$ cat src/fct_pkg.sv
`timescale 1ns / 1ps
// ----------------------------------------------------------------------------
// fct_pkg: shared types and constants for the flow connection tracker
// Protocol numbers, TCP flag masks, connection states and register indexes.
// ----------------------------------------------------------------------------
package fct_pkg;

  localparam logic [7:0] ProtoIcmp = 8'd1;
  localparam logic [7:0] ProtoTcp  = 8'd6;
  localparam logic [7:0] ProtoUdp  = 8'd17;

  localparam logic [7:0] FlagFin    = 8'h01;
  localparam logic [7:0] FlagSyn    = 8'h02;
  localparam logic [7:0] FlagRst    = 8'h04;
  localparam logic [7:0] FlagAck    = 8'h10;
  localparam logic [7:0] FlagSynAck = 8'h12;

  localparam logic [31:0] UdpLimitReset  = 32'd30000;
  localparam logic [31:0] IcmpLimitReset = 32'd5000;

  typedef enum logic [1:0] {
    ST_CLOSED      = 2'd0,
    ST_SYN_SENT    = 2'd1,
    ST_ESTABLISHED = 2'd2,
    ST_FIN_WAIT    = 2'd3
  } conn_state_e;

  typedef enum logic {
    REG_UDP_LIMIT  = 1'b0,
    REG_ICMP_LIMIT = 1'b1
  } reg_index_e;

  typedef enum logic [1:0] {
    PH_IDLE,
    PH_SCAN,
    PH_RESULT
  } phase_e;

  // normalized flow key
  typedef struct packed {
    logic [31:0] addr_low;
    logic [31:0] addr_high;
    logic [15:0] port_low;
    logic [15:0] port_high;
    logic [7:0]  proto;
  } flow_key_t;

  // request traveling down the cell chain
  typedef struct packed {
    logic        active;
    logic        mode;
    flow_key_t   key;
    logic [7:0]  flags;
    logic [31:0] now;
    logic [31:0] limit;
    logic        limited;   // protocol has an idle limit
    logic        done;      // already claimed by an earlier cell
    logic        accepted;
    logic        found;
    logic [1:0]  state;
  } chain_req_t;

endpackage

$ cat src/fct_cell.sv
`timescale 1ns / 1ps
// ----------------------------------------------------------------------------
// fct_cell: one flow table entry in the lookup chain
// Holds one flow, compares the passing request against it and updates the
// entry on a hit. Create requests are resolved in two passes: the first pass
// looks for a match, the second takes the first free slot.
// ----------------------------------------------------------------------------
module fct_cell
  import fct_pkg::*;
(
  input  logic       clk_i,
  input  logic       rst_ni,
  input  chain_req_t req_i,
  input  logic       pass2_i,   // second create pass: claim free slot
  output chain_req_t req_o
);

  logic        valid_q, valid_d;
  flow_key_t   key_q, key_d;
  logic [1:0]  state_q, state_d;
  logic [31:0] seen_q, seen_d;
  chain_req_t  req_q, req_d;
  logic        active_q;

  logic        hit;
  logic [31:0] idle;
  logic [1:0]  ns;

  always_comb begin
    hit     = valid_q && (key_q == req_i.key);
    idle    = req_i.now - seen_q;
    valid_d = valid_q;
    key_d   = key_q;
    state_d = state_q;
    seen_d  = seen_q;
    req_d   = req_i;
    ns      = state_q;
    if (req_i.active && !req_i.done) begin
      if (!req_i.mode) begin
        // check
        if (hit) begin
          req_d.done = 1'b1;
          if (req_i.limited && idle > req_i.limit) begin
            valid_d = 1'b0;
          end else begin
            seen_d = req_i.now;
            if (req_i.key.proto == ProtoTcp) begin
              priority if ((req_i.flags & FlagFin) != 8'd0) ns = ST_FIN_WAIT;
              else if ((req_i.flags & FlagRst) != 8'd0) ns = ST_CLOSED;
              else if (state_q == ST_SYN_SENT &&
                       (req_i.flags & (FlagAck | FlagSynAck)) != 8'd0)
                ns = ST_ESTABLISHED;
            end
            state_d        = ns;
            req_d.accepted = 1'b1;
            req_d.found    = 1'b1;
            req_d.state    = ns;
          end
        end
      end else if ((!pass2_i && hit) || (pass2_i && !valid_q)) begin
        // create: overwrite match, or claim first free slot
        if (req_i.key.proto == ProtoTcp) begin
          ns = ((req_i.flags & FlagSyn) != 8'd0) ? ST_SYN_SENT : ST_ESTABLISHED;
        end else begin
          ns = ST_CLOSED;
        end
        valid_d        = 1'b1;
        key_d          = req_i.key;
        state_d        = ns;
        seen_d         = req_i.now;
        req_d.done     = 1'b1;
        req_d.accepted = 1'b1;
        req_d.state    = ns;
      end
    end
  end

  always_ff @(posedge clk_i or negedge rst_ni) begin
    if (!rst_ni) begin
      valid_q  <= 1'b0;
      active_q <= 1'b0;
    end else begin
      valid_q  <= valid_d;
      active_q <= req_d.active;
    end
  end

  always_ff @(posedge clk_i) begin
    key_q   <= key_d;
    state_q <= state_d;
    seen_q  <= seen_d;
    req_q   <= req_d;
  end

  // active bit comes from the reset register
  always_comb begin
    req_o        = req_q;
    req_o.active = active_q;
  end

endmodule

$ cat config.mk
export PLATFORM = sky130hd
export DESIGN_NAME = fct_cell
export DESIGN_NICKNAME = d
export VERILOG_FILES = /design/src/fct_pkg.sv /design/src/fct_cell.sv
export SDC_FILE = /design/constraint.sdc
export NUM_CORES = 1
export LEC_CHECK = 0
export BUFFER_PORTS_ARGS = -buffer_cell sky130_fd_sc_hd__buf_2
export CORE_ASPECT_RATIO = 1.4
export CORE_MARGIN = 1
export CORE_UTILIZATION = 45
export DETAILED_ROUTE_END_ITERATION = 8
export PLACE_DENSITY_LB_ADDON = 0.15
export REMOVE_ABC_BUFFERS = 1
export SLEW_MARGIN = 10
export SYNTH_ARGS = -nofsm -noshare
export SYNTH_HDL_FRONTEND = slang
export SYNTH_SLANG_ARGS = --single-unit
$ cat constraint.sdc
create_clock -name clk_i -period 12 [get_ports clk_i]
set_input_delay 0 -clock clk_i [delete_from_list [all_inputs] [get_ports clk_i]]
set_output_delay 0 -clock clk_i [all_outputs]
set_load 0.01 [all_outputs]
==> impl_metrics.sql <==
INSERT INTO impl_metrics (metric_group, metric, value, unit) VALUES
('layout', 'finalNetCount', '1759', ''),
('timing', 'worst-slew-pin-transition', '1.051', 'ns'),
('route', 'initialDrtViolationCount', '300', ''),
('timing', 'timing_max_transition_violations_final', '0', ''),
('worst_setup_path', 'cp.required', '12.19', 'ns'),
('clocking', 'ctsLongestPathBuffers', '3', ''),
('die', 'die_area', '27480', 'um^2'),
('route', 'detail_route.wl_per_cell', '16.94', 'um'),
('placement', 'gpl.final_weighted_congestion', '0.8369', ''),
('timing', 'rsz_0062_raised_after_global_routing', 'false', ''),
('clocking', 'cts.clk_slew.worst_paths', '0.06', 'ns'),
('logic_synthesis', 'synth_seq_cells', '323', ''),
('die', 'io_pins', '371', ''),
('timing', 'fmax', '178.0', 'MHz'),
('timing', 'final.setup_skew', '0.01079', 'ns'),
('logic_synthesis', 'synth_seq_area_share', '65.12', '%'),
('layout', 'final_cells', '1856', ''),
('clocking', 'clock_latency', '0.56', 'ns'),
('die', 'design.core.area', '26280', 'um^2'),
('placement', 'dpl_cell_area', '14320', 'um^2'),
('global_route', 'grt_start_max_net_pins', '69', ''),
('pwr', 'power.leakage', '0.007578', 'uW'),
('clocking', 'clock_tree.htree_level_count', '1', ''),
('layout', 'syn_to_final_growth', '42.76', '%'),
('worst_setup_path', 'path_max_fanout', '34', ''),
('worst_setup_path', 'crit_path_end_kind', 'flop', ''),
('global_route', 'grt_antenna_before_repair', '0', ''),
('logic_synthesis', 'area_of_the_mapped_netlist', '12070', 'um^2'),
('clocking', 'cts.repair_timing.setup_buffer_count', '0', ''),
('layout', 'share_of_final_layout_standard_cells_stronger_than_drive_strength_1', '28.33', '%'),
('global_route', 'number_of_global_route_vias_before_repair', '9441', ''),
('clocking', 'tritoncts.num_buffers', '30', ''),
('global_route', 'grt_overflow', '0', ''),
('logic_synthesis', 'synth-async-reset-ratio', '0.6192', '%'),
('route', 'drt_first_pass_iters', '5', ''),
('route', 'wire_length_reported_by_the_detailed_router', '31.44', 'mm'),
('global_route', 'global_route_wire_length_before_repair', '48.88', 'mm'),
('placement', 'detailed_place_hpwl', '21.63', 'mm'),
('route', 'dr_total_vias', '9134', ''),
('timing', 'final-setup-viol-count', '0', ''),
('layout', 'final.fill_count', '1958', ''),
('timing', 'hold_violations', '0', ''),
('layout', 'design_area', '17230', 'um^2'),
('route', 'routed_via_density', '4.921', ''),
('logic_synthesis', 'ys_flop_type', 'dfxtp_1', ''),
('placement', 'placed_cells', '1612', ''),
('layout', 'n_antenna_cell', '0', ''),
('die', 'fp-row-count', '70', ''),
('layout', 'layout_commonest_cell', 'buf_2', ''),
('route', 'postRouteAntennaNets', '0', ''),
('worst_setup_path', 'path_class', 'flop to flop', ''),
('logic_synthesis', 'synthesis.area_per_instance', '13.06', 'um^2'),
('timing', 'period_share', '46.82', '%'),
('logic_synthesis', 'netlist-cell-type-count', '70', ''),
('job', 'drv.max_cap_violation_count', '0', ''),
('placement', 'count_of_buffers_inserted_at_the_top_level_ports', '370', ''),
('logic_synthesis', 'synth_enable_flop_cells', '138', ''),
('die', 'fp.dieH', '195.8', 'um'),
('pwr', 'power', '2487', 'uW'),
('worst_hold_path', 'min-delay-path-class', 'input pin to flop', ''),
('timing', 'worst_hold_slack_after_final_layout', '0.08813', 'ns'),
('logic_synthesis', 'yosys_warnings', '0', ''),
('route', 'route.detailed.drc', '0', ''),
('die', 'floorplan.initialDensity', '45.92', '%'),
('timing', 'fin_setup_tns', '0', 'ns'),
('run_status', 'outcome', 'finished, final reports clean', ''),
('pwr', 'p_per_area', '144.4', 'nW/um^2'),
('clocking', 'tritoncts', 'yes', ''),
('pwr', 'max-vdd-ir-drop', '0.0001208', 'V'),
('layout', 'commonest_cells_after_routing_fill_and_taps_aside', '370 x buf_2, 188 x dlygate4sd3_1, 183 x dfxtp_1', ''),
('die', 'die_w', '140.4', 'um'),
('logic_synthesis', 'synth_cells', '924', ''),
('timing', 'max_slew_margin', '29.78', '%'),
('timing', 'finalCriticalPeriod', '5.618', 'ns'),
('worst_setup_path', 'timing.critical_path.arrival', '5.81', 'ns'),
('global_route', 'grt_usage', '22.78', '%'),
('clocking', 'cts_num_sinks', '323', ''),
('clocking', 'clock_root_buffer', 'clkbuf_16', ''),
('worst_setup_path', 'worst_setup_path_start_kind', 'flop', '');
## final cells by class
class	count	area (um^2)	share of cell area, %
Inverter	93	349.1	2.026
Multi-Input combinational cell	500	3844	22.31
Clock buffer	37	839.6	4.874
Timing Repair Buffer	560	3749	21.76
Sequential cell	323	7858	45.61
Tap cell	324	405.4	2.353
Clock inverter	19	182.7	1.060
## cells in the mapped netlist (9+ instances only)
cell	count	area [um^2]
o21ai_0	19	95.09
inv_1	93	349.1
nand3_1	13	65.06
dfxtp_1	183	3664
a21oi_1	40	200.2
nand2_1	26	97.59
nand4_1	28	175.2
nor2_1	23	86.33
nand2b_1	27	168.9
nor2b_1	13	81.33
o2111ai_1	9	78.83
a21o_1	20	150.1
xnor2_1	85	744.5
xor2_1	16	140.1
nor4_1	10	62.56
ha_1	63	788.3
edfxtp_1	138	4144
## state kept, by name, summed over array words and instances, names as in the netlist
| register | flops |
|---|---|
| req_o | 183 |
| key_q | 104 |
| seen_q | 32 |
| state_q | 2 |
| active_q | 1 |
| valid_q | 1 |
## path summary, 6_finish.rpt
path	startpoint	to	slack [ns]	depth (start not counted)
setup / recovery	seen_q[1]	seen_q[6]	6.38	20
hold / removal	req_i[76]	req_o[76]	0.09	2
setup reg to reg	seen_q[1]	seen_q[6]	6.38	20
hold reg to reg	valid_q	valid_q	0.60	2
max in group asynchronous	rst_ni	active_q	11.56	3
min in group asynchronous	rst_ni	valid_q	0.31	3
## metal layers
layer,global-route usage [%],wire (um),vias to the layer above
li1,-,-,4464
met1,25.15,12070,4309
met2,44.09,16880,300
met3,3.051,1604,61
met4,7.937,886,0
met5,0,0,-
## through the flow
step                setup slack [ns]  utilization [%]
floorplan                      5.465                -
global placement               6.618            54.51
detailed placement             6.441            54.51
CTS                            6.400            65.56
global route                   6.102            65.56
finish                         6.382            65.56
## repair_timing
item,CTS,global route
hold endpoints to repair,325,0
resized for setup,0,0
hold buffers,188,0
## report_power, final
group          internal (uW)  switching (uW)  total (uW)
clock                    563             411         974
sequential              1190            11.2        1200
combinational            154             159         312
total                   1910             581        2490
## kinds of logic after synthesis
group,count (synthesis),share of synthesized area [%]
adders and majority gates,64,6.699
buffers and inverters,101,3.183
and+or+nand+nor,178,8.368
xor gates and xnor gates,101,7.331
AOI/OAI and AO/OA,151,8.783
DFF,323,65.12
muxes,6,0.5185
## critical path, cell delays in order, from the launching register on
cell	delay, ns
edfxtp_1	0.37
inv_1	0.11
ha_1	0.23
nor2b_1	0.14
o31ai_1	0.39
a211oi_1	0.18
o21ai_0	0.56
nand3_1	0.22
a21oi_1	0.28
nor2_1	0.08
a311oi_1	0.30
ha_1	0.21
nand4_1	0.14
or4_1	0.56
o31ai_1	0.29
or2_1	0.14
a31oi_1	0.05
nor3b_2	0.24
o21ai_1	0.14
a21oi_4	0.15
buf_4	0.45
Note: power is estimated with default switching activity, not from simulation.
